**src/rtl/lgw_pkg.sv**
```systemverilog
// ----------------------------------------------------------------------------
// lgw_pkg
// Shared types and constants for the gradient wave color block: register
// indexes, item kinds, divider control and segment lookup results.
// ----------------------------------------------------------------------------
`timescale 1ns / 1ps
`default_nettype none

package lgw_pkg;

  // Configuration port
  localparam int CFG_IDX_W  = 3;
  localparam int CFG_DATA_W = 32;

  localparam logic [CFG_IDX_W-1:0] CFG_PERIOD  = 3'd0;
  localparam logic [CFG_IDX_W-1:0] CFG_FREQ_X  = 3'd1;
  localparam logic [CFG_IDX_W-1:0] CFG_FREQ_Y  = 3'd2;
  localparam logic [CFG_IDX_W-1:0] CFG_COUNT   = 3'd3;
  localparam logic [CFG_IDX_W-1:0] CFG_COLOR_A = 3'd4;

  // Item kinds
  localparam logic KIND_TICK = 1'b0;
  localparam logic KIND_KEY  = 1'b1;

  // Key positions are normalized to this full scale
  localparam logic [10:0] POS_FULL = 11'd1024;

  // Fraction bits of the phase accumulator (Q.10 times Q4.12)
  localparam int FRAC_W = 22;

  // Divider step counter and step counts per operation
  localparam int CNT_W = 5;
  localparam logic [CNT_W-1:0] NB_MOD  = 5'd17;
  localparam logic [CNT_W-1:0] NB_CHAN = 5'd8;

  typedef struct packed {
    logic             start;
    logic [CNT_W-1:0] nbits;
  } div_ctl_t;

  // Segment lookup: current color slot and the one it blends into
  typedef struct packed {
    logic [1:0] idx;
    logic [1:0] nxt;
  } seg_t;

endpackage

`default_nettype wire

```
**src/rtl/lgw_div.sv**
```systemverilog
// ----------------------------------------------------------------------------
// lgw_div
// Shared restoring divider, one quotient bit per cycle. The caller gives the
// number of quotient bits; the upper dividend bits must already be below the
// divisor.
// ----------------------------------------------------------------------------
`timescale 1ns / 1ps
`default_nettype none

module lgw_div #(
  parameter int NW = 26
) (
  input  logic                  clk,
  input  logic                  rst,
  input  lgw_pkg::div_ctl_t     ctl,
  input  logic [NW-1:0]         dividend,
  input  logic [15:0]           divisor,
  output logic                  done,
  output logic [NW-1:0]         quot,
  output logic [15:0]           rem
);
  import lgw_pkg::*;

  logic                 busy;
  logic [CNT_W-1:0]     cnt;
  logic [NW-1:0]        acc;
  logic [15:0]          rem_q;
  logic [15:0]          dvs;
  logic [17:0]          trial;
  logic                 take;
  logic [CNT_W-1:0]     lshift;
  logic [NW-1:0]        acc_init;
  logic [NW-1:0]        rem_init;

  // Trial subtract of the shifted partial remainder
  assign trial = {1'b0, rem_q, acc[NW-1]} - {2'b00, dvs};
  assign take  = ~trial[17];

  // Align the low dividend bits to the top, upper bits form the remainder
  assign lshift   = CNT_W'(NW) - ctl.nbits;
  assign acc_init = dividend << lshift;
  assign rem_init = dividend >> ctl.nbits;

  // Step control
  always_ff @(posedge clk) begin
    if (rst) begin
      busy <= 1'b0;
      done <= 1'b0;
      cnt  <= '0;
    end else begin
      done <= 1'b0;
      if (ctl.start) begin
        busy <= 1'b1;
        cnt  <= ctl.nbits;
      end else if (busy) begin
        cnt <= cnt - 1'b1;
        if (cnt == CNT_W'(1)) begin
          busy <= 1'b0;
          done <= 1'b1;
        end
      end
    end
  end

  // Datapath
  always_ff @(posedge clk) begin
    if (ctl.start) begin
      acc   <= acc_init;
      rem_q <= rem_init[15:0];
      dvs   <= divisor;
    end else if (busy) begin
      acc   <= {acc[NW-2:0], take};
      rem_q <= take ? trial[15:0] : {rem_q[14:0], acc[NW-1]};
    end
  end

  assign quot = acc;
  assign rem  = rem_q;

endmodule

`default_nettype wire

```
**src/rtl/lgw_seg.sv**
```systemverilog
// ----------------------------------------------------------------------------
// lgw_seg
// Gradient segment lookup: finds which color segment a wave position falls
// in, its length and the offset of the position inside it.
// ----------------------------------------------------------------------------
`timescale 1ns / 1ps
`default_nettype none

module lgw_seg #(
  parameter int PHASE_STEPS = 1024
) (
  input  logic [$clog2(PHASE_STEPS)-1:0] pos,
  input  logic [2:0]                     ncol,
  output lgw_pkg::seg_t                  seg,
  output logic [$clog2(PHASE_STEPS):0]   len,
  output logic [$clog2(PHASE_STEPS):0]   off
);
  import lgw_pkg::*;

  localparam int PW = $clog2(PHASE_STEPS);

  localparam logic [PW:0] B_FULL    = (PW+1)'(PHASE_STEPS);
  localparam logic [PW:0] B_HALF    = (PW+1)'(PHASE_STEPS / 2);
  localparam logic [PW:0] B_THIRD   = (PW+1)'(PHASE_STEPS / 3);
  localparam logic [PW:0] B_2THIRD  = (PW+1)'(2 * PHASE_STEPS / 3);
  localparam logic [PW:0] B_QUARTER = (PW+1)'(PHASE_STEPS / 4);
  localparam logic [PW:0] B_3QUART  = (PW+1)'(3 * PHASE_STEPS / 4);

  logic [PW:0] b1, b2, b3;
  logic [PW:0] pos_e;
  logic [PW:0] first, last;
  logic [1:0]  r;
  logic [2:0]  r_inc;

  assign pos_e = {1'b0, pos};

  // Segment bounds for the active color count
  always_comb begin
    case (ncol)
      3'd1: begin
        b1 = B_FULL;
        b2 = B_FULL;
        b3 = B_FULL;
      end
      3'd2: begin
        b1 = B_HALF;
        b2 = B_FULL;
        b3 = B_FULL;
      end
      3'd3: begin
        b1 = B_THIRD;
        b2 = B_2THIRD;
        b3 = B_FULL;
      end
      default: begin
        b1 = B_QUARTER;
        b2 = B_HALF;
        b3 = B_3QUART;
      end
    endcase
  end

  // Locate the segment
  always_comb begin
    if (pos_e < b1) begin
      r     = 2'd0;
      first = '0;
      last  = b1;
    end else if (pos_e < b2) begin
      r     = 2'd1;
      first = b1;
      last  = b2;
    end else if (pos_e < b3) begin
      r     = 2'd2;
      first = b2;
      last  = b3;
    end else begin
      r     = 2'd3;
      first = b3;
      last  = B_FULL;
    end
  end

  // Last segment blends back into the first color
  assign r_inc   = {1'b0, r} + 3'd1;
  assign seg.idx = r;
  assign seg.nxt = (r_inc >= ncol) ? 2'd0 : r_inc[1:0];
  assign len     = last - first;
  assign off     = pos_e - first;

endmodule

`default_nettype wire

```
**src/rtl/led_gradient_wave_color.sv**
```systemverilog
// ----------------------------------------------------------------------------
// led_gradient_wave_color
// Gradient wave color generator. Tick transactions advance a cycle timer and
// latch the wave step; key transactions return the key color interpolated
// around the configured color loop at the key's wave position.
// ----------------------------------------------------------------------------
// Tick: no result; a zero period clears timer and wave step, else the shared
//   divider computes the timer modulo and then the wave step.
// Key: with no colors the result is zero, else the divider computes each of
//   the four color channels in turn. One transaction at a time.
// Reset: synchronous, clears timer, wave step, handshake state and all
//   configuration registers to their defaults.
`timescale 1ns / 1ps
`default_nettype none

module led_gradient_wave_color #(
  parameter int PHASE_STEPS = 1024,
  parameter int MAX_COLORS  = 4
) (
  input  logic                             clk,
  input  logic                             rst,
  input  logic                             in_valid,
  output logic                             in_ready,
  input  logic                             kind,
  input  logic [15:0]                      elapsed_ms,
  input  logic [10:0]                      key_x,
  input  logic [10:0]                      key_y,
  output logic                             out_valid,
  input  logic                             out_ready,
  output logic [31:0]                      color,
  input  logic                             cfg_we,
  input  logic [lgw_pkg::CFG_IDX_W-1:0]    cfg_index,
  input  logic [lgw_pkg::CFG_DATA_W-1:0]   cfg_data
);
  import lgw_pkg::*;

  localparam int PW = $clog2(PHASE_STEPS);
  localparam int NW = 16 + PW;
  localparam logic [PW:0] PS_C = (PW+1)'(PHASE_STEPS);

  // Sequencer states
  localparam logic [3:0] S_IDLE   = 4'd0;
  localparam logic [3:0] S_MOD    = 4'd1;
  localparam logic [3:0] S_WSTART = 4'd2;
  localparam logic [3:0] S_WAVE   = 4'd3;
  localparam logic [3:0] S_MUL1   = 4'd4;
  localparam logic [3:0] S_MUL2   = 4'd5;
  localparam logic [3:0] S_PHASE  = 4'd6;
  localparam logic [3:0] S_POS    = 4'd7;
  localparam logic [3:0] S_SEG    = 4'd8;
  localparam logic [3:0] S_CDIV   = 4'd9;
  localparam logic [3:0] S_CWAIT  = 4'd10;
  localparam logic [3:0] S_OUT    = 4'd11;

  // Configuration registers
  logic [15:0]        period_ms;
  logic signed [15:0] freq_x;
  logic signed [15:0] freq_y;
  logic [2:0]         color_count;
  logic [31:0]        colors [MAX_COLORS];

  // Wave state
  logic [15:0]        cycle_time;
  logic [PW-1:0]      wave_step;

  // Sequencer and datapath registers
  logic [3:0]         state;
  logic [10:0]        kx_q;
  logic [10:0]        kyi_q;
  logic signed [27:0] acc;
  logic [PW-1:0]      ph_q;
  logic [PW-1:0]      pos_q;
  logic [PW:0]        len_q;
  logic [PW:0]        off_q;
  logic [31:0]        ca_q;
  logic [31:0]        cb_q;
  logic [31:0]        res;
  logic [1:0]         chan;

  // Combinational helpers
  logic [2:0]          ncol;
  logic [10:0]         x_sat;
  logic [10:0]         y_sat;
  logic [10:0]         y_inv;
  logic signed [15:0]  mul_a;
  logic signed [11:0]  mul_bs;
  logic signed [27:0]  mul_p;
  logic [FRAC_W+PW:0]  ph_prod;
  logic [PW:0]         pos_sum;
  seg_t                seg;
  logic [PW:0]         seg_len;
  logic [PW:0]         seg_off;
  logic [31:0]         a_sel;
  logic [31:0]         b_sel;
  logic [7:0]          ch_a;
  logic [7:0]          ch_b;
  logic [PW+8:0]       numer;
  logic [16:0]         sum17;
  logic [16+PW:0]      ct_prod;
  logic                accept;
  logic                out_load;

  // Divider interface
  div_ctl_t            div_ctl;
  logic [NW-1:0]       div_dividend;
  logic [15:0]         div_divisor;
  logic                div_done;
  logic [NW-1:0]       div_quot;
  logic [15:0]         div_rem;

  assign in_ready = (state == S_IDLE);
  assign accept   = in_valid & in_ready;
  assign out_load = (state == S_OUT) & (~out_valid | out_ready);

  assign ncol = (color_count > 3'(MAX_COLORS)) ? 3'(MAX_COLORS) : color_count;

  // Key position normalization
  assign x_sat = (key_x > POS_FULL) ? POS_FULL : key_x;
  assign y_sat = (key_y > POS_FULL) ? POS_FULL : key_y;
  assign y_inv = POS_FULL - y_sat;

  // Shared multiplier for the two phase terms
  assign mul_a  = (state == S_MUL1) ? freq_x : freq_y;
  assign mul_bs = {1'b0, (state == S_MUL1) ? kx_q : kyi_q};
  assign mul_p  = mul_a * mul_bs;

  // Phase fraction scaled to wave steps
  assign ph_prod = {{(PW+1){1'b0}}, acc[FRAC_W-1:0]} * {{FRAC_W{1'b0}}, PS_C};

  // Wave position, wrapped into one period of steps
  assign pos_sum = {1'b0, wave_step} + ((wave_step < ph_q) ? PS_C : '0) - {1'b0, ph_q};

  lgw_seg #(
    .PHASE_STEPS (PHASE_STEPS)
  ) u_seg (
    .pos  (pos_q),
    .ncol (ncol),
    .seg  (seg),
    .len  (seg_len),
    .off  (seg_off)
  );

  // Color slot select
  always_comb begin
    a_sel = '0;
    b_sel = '0;
    for (int i = 0; i < MAX_COLORS; i++) begin
      if (seg.idx == 2'(i)) a_sel = colors[i];
      if (seg.nxt == 2'(i)) b_sel = colors[i];
    end
  end

  // Blend numerator for the current channel
  assign ch_a  = ca_q[{chan, 3'b000} +: 8];
  assign ch_b  = cb_q[{chan, 3'b000} +: 8];
  assign numer = ({{(PW+1){1'b0}}, ch_a} * (len_q - off_q))
               + ({{(PW+1){1'b0}}, ch_b} * off_q);

  assign sum17   = {1'b0, cycle_time} + {1'b0, elapsed_ms};
  assign ct_prod = {{(PW+1){1'b0}}, cycle_time} * {16'd0, PS_C};

  // Divider operand select
  always_comb begin
    div_ctl.start = 1'b0;
    div_ctl.nbits = NB_MOD;
    div_dividend  = {{(NW-17){1'b0}}, sum17};
    div_divisor   = period_ms;
    case (state)
      S_IDLE: begin
        div_ctl.start = accept & (kind == KIND_TICK) & (period_ms != 16'd0);
      end
      S_WSTART: begin
        div_ctl.start = 1'b1;
        div_ctl.nbits = CNT_W'(PW);
        div_dividend  = ct_prod[NW-1:0];
      end
      S_CDIV: begin
        div_ctl.start = 1'b1;
        div_ctl.nbits = NB_CHAN;
        div_dividend  = {{(NW-PW-9){1'b0}}, numer};
        div_divisor   = {{(15-PW){1'b0}}, len_q};
      end
      default: begin
      end
    endcase
  end

  lgw_div #(
    .NW (NW)
  ) u_div (
    .clk      (clk),
    .rst      (rst),
    .ctl      (div_ctl),
    .dividend (div_dividend),
    .divisor  (div_divisor),
    .done     (div_done),
    .quot     (div_quot),
    .rem      (div_rem)
  );

  // Configuration writes
  always_ff @(posedge clk) begin
    if (rst) begin
      period_ms   <= 16'd10000;
      freq_x      <= 16'sd0;
      freq_y      <= 16'sd4096;
      color_count <= 3'd0;
      for (int i = 0; i < MAX_COLORS; i++) colors[i] <= '0;
    end else if (cfg_we) begin
      case (cfg_index)
        CFG_PERIOD: period_ms   <= cfg_data[15:0];
        CFG_FREQ_X: freq_x      <= cfg_data[15:0];
        CFG_FREQ_Y: freq_y      <= cfg_data[15:0];
        CFG_COUNT:  color_count <= cfg_data[2:0];
        default: begin
        end
      endcase
      for (int i = 0; i < MAX_COLORS; i++) begin
        if (cfg_index == CFG_IDX_W'(int'(CFG_COLOR_A) + i)) colors[i] <= cfg_data;
      end
    end
  end

  // Sequencer, wave state and output handshake
  always_ff @(posedge clk) begin
    if (rst) begin
      state      <= S_IDLE;
      cycle_time <= '0;
      wave_step  <= '0;
      chan       <= '0;
      out_valid  <= 1'b0;
    end else begin
      if (out_load) begin
        out_valid <= 1'b1;
      end else if (out_ready) begin
        out_valid <= 1'b0;
      end
      case (state)
        S_IDLE: begin
          if (in_valid) begin
            if (kind == KIND_KEY) begin
              state <= S_MUL1;
            end else if (period_ms != 16'd0) begin
              state <= S_MOD;
            end else begin
              cycle_time <= '0;
              wave_step  <= '0;
            end
          end
        end
        S_MOD: begin
          if (div_done) begin
            cycle_time <= div_rem;
            state      <= S_WSTART;
          end
        end
        S_WSTART: state <= S_WAVE;
        S_WAVE: begin
          if (div_done) begin
            wave_step <= div_quot[PW-1:0];
            state     <= S_IDLE;
          end
        end
        S_MUL1:  state <= S_MUL2;
        S_MUL2:  state <= S_PHASE;
        S_PHASE: state <= (ncol == 3'd0) ? S_OUT : S_POS;
        S_POS:   state <= S_SEG;
        S_SEG: begin
          chan  <= '0;
          state <= S_CDIV;
        end
        S_CDIV:  state <= S_CWAIT;
        S_CWAIT: begin
          if (div_done) begin
            chan  <= chan + 2'd1;
            state <= (chan == 2'd3) ? S_OUT : S_CDIV;
          end
        end
        S_OUT: begin
          if (out_load) state <= S_IDLE;
        end
        default: state <= S_IDLE;
      endcase
    end
  end

  // Datapath registers
  always_ff @(posedge clk) begin
    case (state)
      S_IDLE: begin
        kx_q  <= x_sat;
        kyi_q <= y_inv;
      end
      S_MUL1: acc <= mul_p;
      S_MUL2: acc <= acc + mul_p;
      S_PHASE: begin
        ph_q <= ph_prod[FRAC_W+PW-1:FRAC_W];
        res  <= '0;
      end
      S_POS: pos_q <= pos_sum[PW-1:0];
      S_SEG: begin
        ca_q  <= a_sel;
        cb_q  <= b_sel;
        len_q <= seg_len;
        off_q <= seg_off;
      end
      S_CWAIT: begin
        if (div_done) res[{chan, 3'b000} +: 8] <= div_quot[7:0];
      end
      default: begin
      end
    endcase
    if (out_load) color <= res;
  end

  // Divider results only arrive while the sequencer waits for them
  a_div_done_state: assert property (@(posedge clk) disable iff (rst)
    div_done |-> (state == S_MOD || state == S_WAVE || state == S_CWAIT))
    else $error("divider done outside a wait state");

  // Timer is reduced below the period before the wave step division
  a_cycle_time_range: assert property (@(posedge clk) disable iff (rst)
    (state == S_WSTART) |-> (cycle_time < period_ms))
    else $error("cycle time not below period");

  // Wave position stays inside one period of steps
  a_pos_range: assert property (@(posedge clk) disable iff (rst)
    (state == S_SEG) |-> ({1'b0, pos_q} < PS_C))
    else $error("wave position out of range");

endmodule

`default_nettype wire

```
**config.mk**
```make
export PLATFORM = sky130hd
export DESIGN_NAME = led_gradient_wave_color
export DESIGN_NICKNAME = d
export VERILOG_FILES = /design/src/rtl/lgw_pkg.sv /design/src/rtl/lgw_div.sv /design/src/rtl/lgw_seg.sv /design/src/rtl/led_gradient_wave_color.sv
export SDC_FILE = /design/constraint.sdc
export NUM_CORES = 2
export LEC_CHECK = 0
export BUFFER_PORTS_ARGS = -buffer_cell sky130_fd_sc_hd__buf_4
export CORE_UTILIZATION = 55
export DETAILED_ROUTE_END_ITERATION = 8
export GPL_TIMING_DRIVEN = 0
export PLACE_DENSITY_LB_ADDON = 0.15
export SLEW_MARGIN = 10
export SYNTH_ARGS = -nofsm -noshare
export SYNTH_HDL_FRONTEND = slang
export SYNTH_SLANG_ARGS = --single-unit
```
**constraint.sdc**
```tcl
create_clock -name clk -period 7.8 [get_ports clk]
set_input_delay 0.39 -clock clk [delete_from_list [all_inputs] [get_ports clk]]
set_output_delay 0.39 -clock clk [all_outputs]
set_load 0.01 [all_outputs]
```
# After elaboration in Yosys (flattened, before gate mapping)
# Memories as Yosys holds them, arrays and structs flattened.
# Cells that the tools add are included.
# totals
register_bits	369
latch_bits	0
ram_bits	128
mem_bits_ro	0
inputBits	79
wordCells	225
n_memories	1
# op_classes
add_sub_neg	15
mul	3
div_mod_pow	0
magnitude_cmp	7
eq_ne	37
n_shift	6
n_mux	90
bitwise	13
reduce_logical	26
# memory_table
name	depth	word_bits	read_ports	rd_ports_with_merged_regs	wr	line	source
colors	4	32	4	0	4	led_gradient_wave_color.sv:60	logic [31:0] colors [MAX_COLORS];
# op_table
cell	count
32-bit two-way mux	13
16-bit two-way mux	8
11-bit two-way mux	10
32-bit one-hot mux with 2 select lines	1
32-bit by 6-bit variable part select with 8-bit output	2
28-bit one-hot mux with 2 select lines	1
26-bit two-way mux	2
26-bit one-hot mux with 2 select lines	1
4-bit one-hot mux with 12 select lines	1
10-bit two-way mux	4
10-bit by 11-bit less-than comparator with 1-bit output	3
11-bit one-hot mux with 3 select lines	1
32-bit bitwise mux	1
4-bit two-way mux	8
16-bit one-hot mux with 2 select lines	1
8-bit by 7-bit variable shift with 32-bit output (first input constant)	1
8-bit by 7-bit variable part select with 32-bit output	1
28-bit adder	1
16-bit by 12-bit multiplier with 28-bit output	1
26-bit by 5-bit left shift with 26-bit output	1
26-bit by 5-bit >> shifter with 16-bit output	1
1-bit two-way mux	25
11-bit > comparator (second input constant)	2
11-bit one-hot mux with 2 select lines	1
other kinds (51)	106

# Longest topological paths before layout
# depth
depth_word	17
depth_mapped	36
depth_no_buf	32

# Hierarchy
# A second synthesis with hierarchy kept.
# unflattened
hier_cells	3844
area_unflattened_um2	40035.9
# modules_own_cells
mod	n_inst	cells_per_inst	area_per_inst_um2	seq_area_each_um2
led_gradient_wave_color	1	3088	32678.8	11951.5
lgw_div	1	596	6110.9	1881.8
lgw_seg	1	160	1246.2	0.0

# Worst setup path before layout
# No wires, ideal clock.
# synth_path
path_kind	reg-to-reg
from	register state[3]
to	register acc[21], data pin
setup_time_ps	260
t_arrival_ps	7616
slack_ps	-75
stages_incl_launch_ff	32
cell_sequence	dfxtp_1 clkbuf_1 nand2b_1 clkbuf_1 nor3_1 buf_2 buf_1 buf_2 mux2i_1 nor2_1 fa_1 inv_1 fa_1 fa_1 inv_1 fa_1 inv_1 fa_1 inv_1 ha_1 a21oi_1 o21ai_0 a21oi_1 xnor2_1 ha_1 a2111oi_0 a21oi_1 a221o_1 a211o_1 o211ai_1 mux2i_1 xnor2_1
# synth_via
elab_chain_len	5
elab_cells_between_ends	7
classes_between	1 x add/sub; 1 x mul; 2 x eq/ne; 3 x mux
# synth_rtl
item	line	source
start, declared	led_gradient_wave_color.sv:67	logic [3:0] state;
start signal, assigned	led_gradient_wave_color.sv:266	S_PHASE: state <= (ncol == 3'd0) ? S_OUT : S_POS;
start signal, assigned	led_gradient_wave_color.sv:276	state <= (chan == 2'd3) ? S_OUT : S_CDIV;
4-bit by 3-bit equality test with 1-bit output	led_gradient_wave_color.sv:123, led_gradient_wave_color.sv:124, led_gradient_wave_color.sv:289	
16-bit two-way mux or 11-bit two-way mux (tied branches)	led_gradient_wave_color.sv:123, led_gradient_wave_color.sv:124	
16-bit by 12-bit multiplier with 28-bit output	led_gradient_wave_color.sv:125	assign mul_p = mul_a * mul_bs;
28-bit adder	led_gradient_wave_color.sv:295	S_MUL2: acc <= acc + mul_p;
28-bit one-hot mux with 2 select lines (*)	led_gradient_wave_color.sv:289	case (state)
end signal, assigned	led_gradient_wave_color.sv:294	S_MUL1: acc <= mul_p;
end signal, assigned	led_gradient_wave_color.sv:295	
end, declared	led_gradient_wave_color.sv:70	logic signed [27:0] acc;
# Mark *: on every way between the ends. The rest lies on a longest branch, timed or not.
# A chain may end at the register's enable or synchronous reset.

# Worst setup path after layout
# layout_path
from	register state[3]
to	register acc[19], data pin
# Same word-level chain as after synthesis.

==> results.sh <==
export IMPL_status="finished, final reports clean"
export IMPL_synth_area_mm2=0.03718
export IMPL_tritoncts="done"
export IMPL_first_pass_iters=5
export IMPL_ys_seq_area_share_pct=37.13
export IMPL_path_max_fanout=10
export IMPL_vias=27700
export IMPL_wirelength_um=95310
export IMPL_dpl_hpwl_um=73770
export IMPL_clk_pin_slew_ns=0.06
export IMPL_p_per_area_mw_per_mm2=310.6
export IMPL_grt_overflow_total=0
export IMPL_async_flop_share_pct=0
export IMPL_nNetsFinal=4601
export IMPL_peakVddDrop_mv=0.4409
export IMPL_ios=113
export IMPL_fin_crit_sh_pct=96.98
export IMPL_drc_errors=0
export IMPL_final_area_mm2=0.04193
export IMPL_syn_num_nets=4399
export IMPL_crit_type="flop to flop"
export IMPL_relSlewSlack_pct=30.91
export IMPL_ys_flop_type="edfxtp_1"
export IMPL_die_area_mm2=0.06864
export IMPL_fin_tns_setup_ns=0
export IMPL_htreeDepth=2
export IMPL_rows=94
export IMPL_cpMostUsedCell="fa_1"
export IMPL_synth_common_cells="450 x inv_1, 448 x nand2_1, 399 x edfxtp_1, 331 x nor2_1, 291 x fa_1"
export IMPL_core_area_mm2=0.06633
export IMPL_die_x_um=262.0
export IMPL_cp_required_ns=8.13
export IMPL_fp_dieH_um=262.0
export IMPL_clock_skew_ns=0.03331
export IMPL_fin_crit_ns=7.564
export IMPL_grt_pass1_wl_um=149800
export IMPL_wl_per_cell_um=19.39
export IMPL_worst_hold_path_num_cells=2
export IMPL_netlist_area_leader_share_pct=32.23
export IMPL_cts_root_buf="clkbuf_16"
export IMPL_final_util_pct=63.22
export IMPL_register_area_mm2=0.01381
export IMPL_numCtsBuffers=53
export IMPL_ys_top_cells_by_area="edfxtp_1 32%, fa_1 16%, ha_1 7.5%"
export IMPL_numPortBuffers=109
export IMPL_reg2regPathDepth=28
export IMPL_placed_area_mm2=0.03942
export IMPL_clockBufferDepth=3
export IMPL_fmax_mhz=132.2
export IMPL_synthToLayoutAreaGrowth_pct=12.79
export IMPL_vias_per_cell=5.636
export IMPL_cp_arrival_ns=7.90
export IMPL_p_leak_nw=17.48
export IMPL_fillCellCount=5520
export IMPL_crit_path_max_incr_delay_ns=0.53
export IMPL_synthCells=3805
export IMPL_grt_max_degree=71
export IMPL_antenna_cells=0
export IMPL_yosysTopAreaCell="edfxtp_1"
export IMPL_endpoint_kind="flop"
export IMPL_maxSlewViolCount=0
export IMPL_yosysMostFrequentCell="inv_1"
export IMPL_syn_area_per_cell_um2=9.771
export IMPL_synth_edf_count=399
export IMPL_track_usage_pct=28.23
export IMPL_grt_pass1_vias=27500
export IMPL_p_total_mw=13.02
export IMPL_place_congestion=0.9402
export IMPL_worst_pin_slew_ns=1.028
export IMPL_start_util_pct=56.05
export IMPL_hold_violations=0
export IMPL_multiInputGateArea_mm2=0.02154
export IMPL_grt_antenna_before_repair=0
export IMPL_clkLatencyLatePin_ns=0.62
export IMPL_slowest_stage="fa_1"
export IMPL_drtIter0Drc=2447
export IMPL_ys_warn_count=0
export IMPL_ys_types=77
export IMPL_ant_nets=0
export IMPL_critical_path_startpoint_type="flop"
export IMPL_hold_slack_ns=0.06309
export IMPL_cap_violations=0
export IMPL_yosys_register_bits=490
export IMPL_setup_viol=0
export IMPL_clock_sinks=490
export IMPL_hp_class="input port to flop"
export IMPL_final_layout_size_suffix_gt1_share_pct=9.800
==> kinds of logic (layout without fill, tap and decap cells) <==
group	count (synthesis)	count (layout)	synth area share (%)
DFF	490	490	37.13
AOI/OAI and AO/OA	646	646	10.41
xor gates and xnor gates	135	135	3.180
buffers and inverters	612	858	6.273
and+or+nand+nor	1299	1299	16.46
adders and majority gates	515	515	23.21
muxes	108	108	3.345
==> power by group <==
group | leakage, nW | internal [mW] | switching [mW] | total [mW]
sequential | 4.49 | 3.38 | 0.295 | 3.67
clock | 0.860 | 1.48 | 1.08 | 2.56
combinational | 12.1 | 2.85 | 3.94 | 6.79
total | 17.5 | 7.72 | 5.31 | 13.0
==> final cells by class <==
cell class	instances	area share [%]
sequential	490	32.93
timing repair buffer	154	3.106
multi-input combinational	2703	51.36
clock inverter	24	0.6057
clock buffer	75	3.580
tap	864	2.578
buffer	152	1.775
inverter	453	4.064
==> flip-flops by register name (all words and copies together), names as in the netlist, 22 cells and up <==
signal	cells
res	32
colors	128
u_div.quot	26
color	32
cb_q	32
acc	22
ca_q	32
==> worst paths after layout <==
kind	from	to	slack (ns)
hold reg to reg	res[2]	color[2]	0.44
setup / recovery	state[3]	acc[19]	0.24
hold / removal	cfg_data[22]	colors[0][22]	0.06
setup reg to reg	state[3]	acc[19]	0.24
==> per-layer routing <==
layer | GRT usage (%) | part of all wire, % | vias to the layer above
li1 | - | - | 13160
met1 | 38.98 | 43 | 13400
met2 | 45.86 | 46 | 991
met3 | 4.986 | 7.7 | 151
met4 | 7.948 | 2.6 | 0
met5 | 0 | 0 | -
==> cells in the final DEF (no fill, tap or decap), types with 9 or more instances in the layout <==
master       n
dfxtp_1     86
o21ai_1      9
or3_1       13
nand2_1    448
a21oi_2     11
or2_2        9
clkbuf_1   121
buf_4      149
inv_1      449
nand2b_1    67
clkbuf_16   55
o21a_1      13
ha_1       217
a22oi_1      9
mux4_2      10
nor2b_1     72
a21o_1      32
xnor2_1     83
nand3_1     47
edfxtp_1   399
a221oi_1    34
fa_1       290
a211oi_1    14
nor4_1      12
nor3_1      39
nor2_1     331
o22ai_1     34
mux2i_1     54
a21oi_1    266
and2_1     213
o21ai_0    124
xor2_1      43
a31oi_1     14
buf_1        9
mux2_2      28
==> stage by stage <==
| stage | worst slack [ns] | cells |
|---|---|---|
| floorplan | 0.1106 | 3805 |
| global placement | -1.726 | 4778 |
| detailed placement | -1.827 | 4793 |
| CTS | 0.002146 | 4905 |
| global route | -0.03168 | 4915 |
| finish | 0.2359 | 4915 |
==> worst max-delay path: cells and delay by family, from the launching register on <==
kind,cells,cell delay [ns]
adders and majority gates,7,3.05
xor gates and xnor gates,2,0.47
muxes,1,0.34
AOI/OAI and AO/OA,8,1.70
and+or+nand+nor,4,0.62
DFF,1,0.36
buffers and inverters,6,0.72
==> repair_timing <==
| item | in CTS | in global routing |
|---|---|---|
| hold endpoints to repair | 1 | 0 |
| pin swaps | 5 | 17 |
| resized for setup | 92 | 54 |
| setup endpoints to repair | 23 | 15 |
| hold buffers | 1 | 0 |
| setup buffers | 15 | 14 |
(Power assumes the default switching activity.)
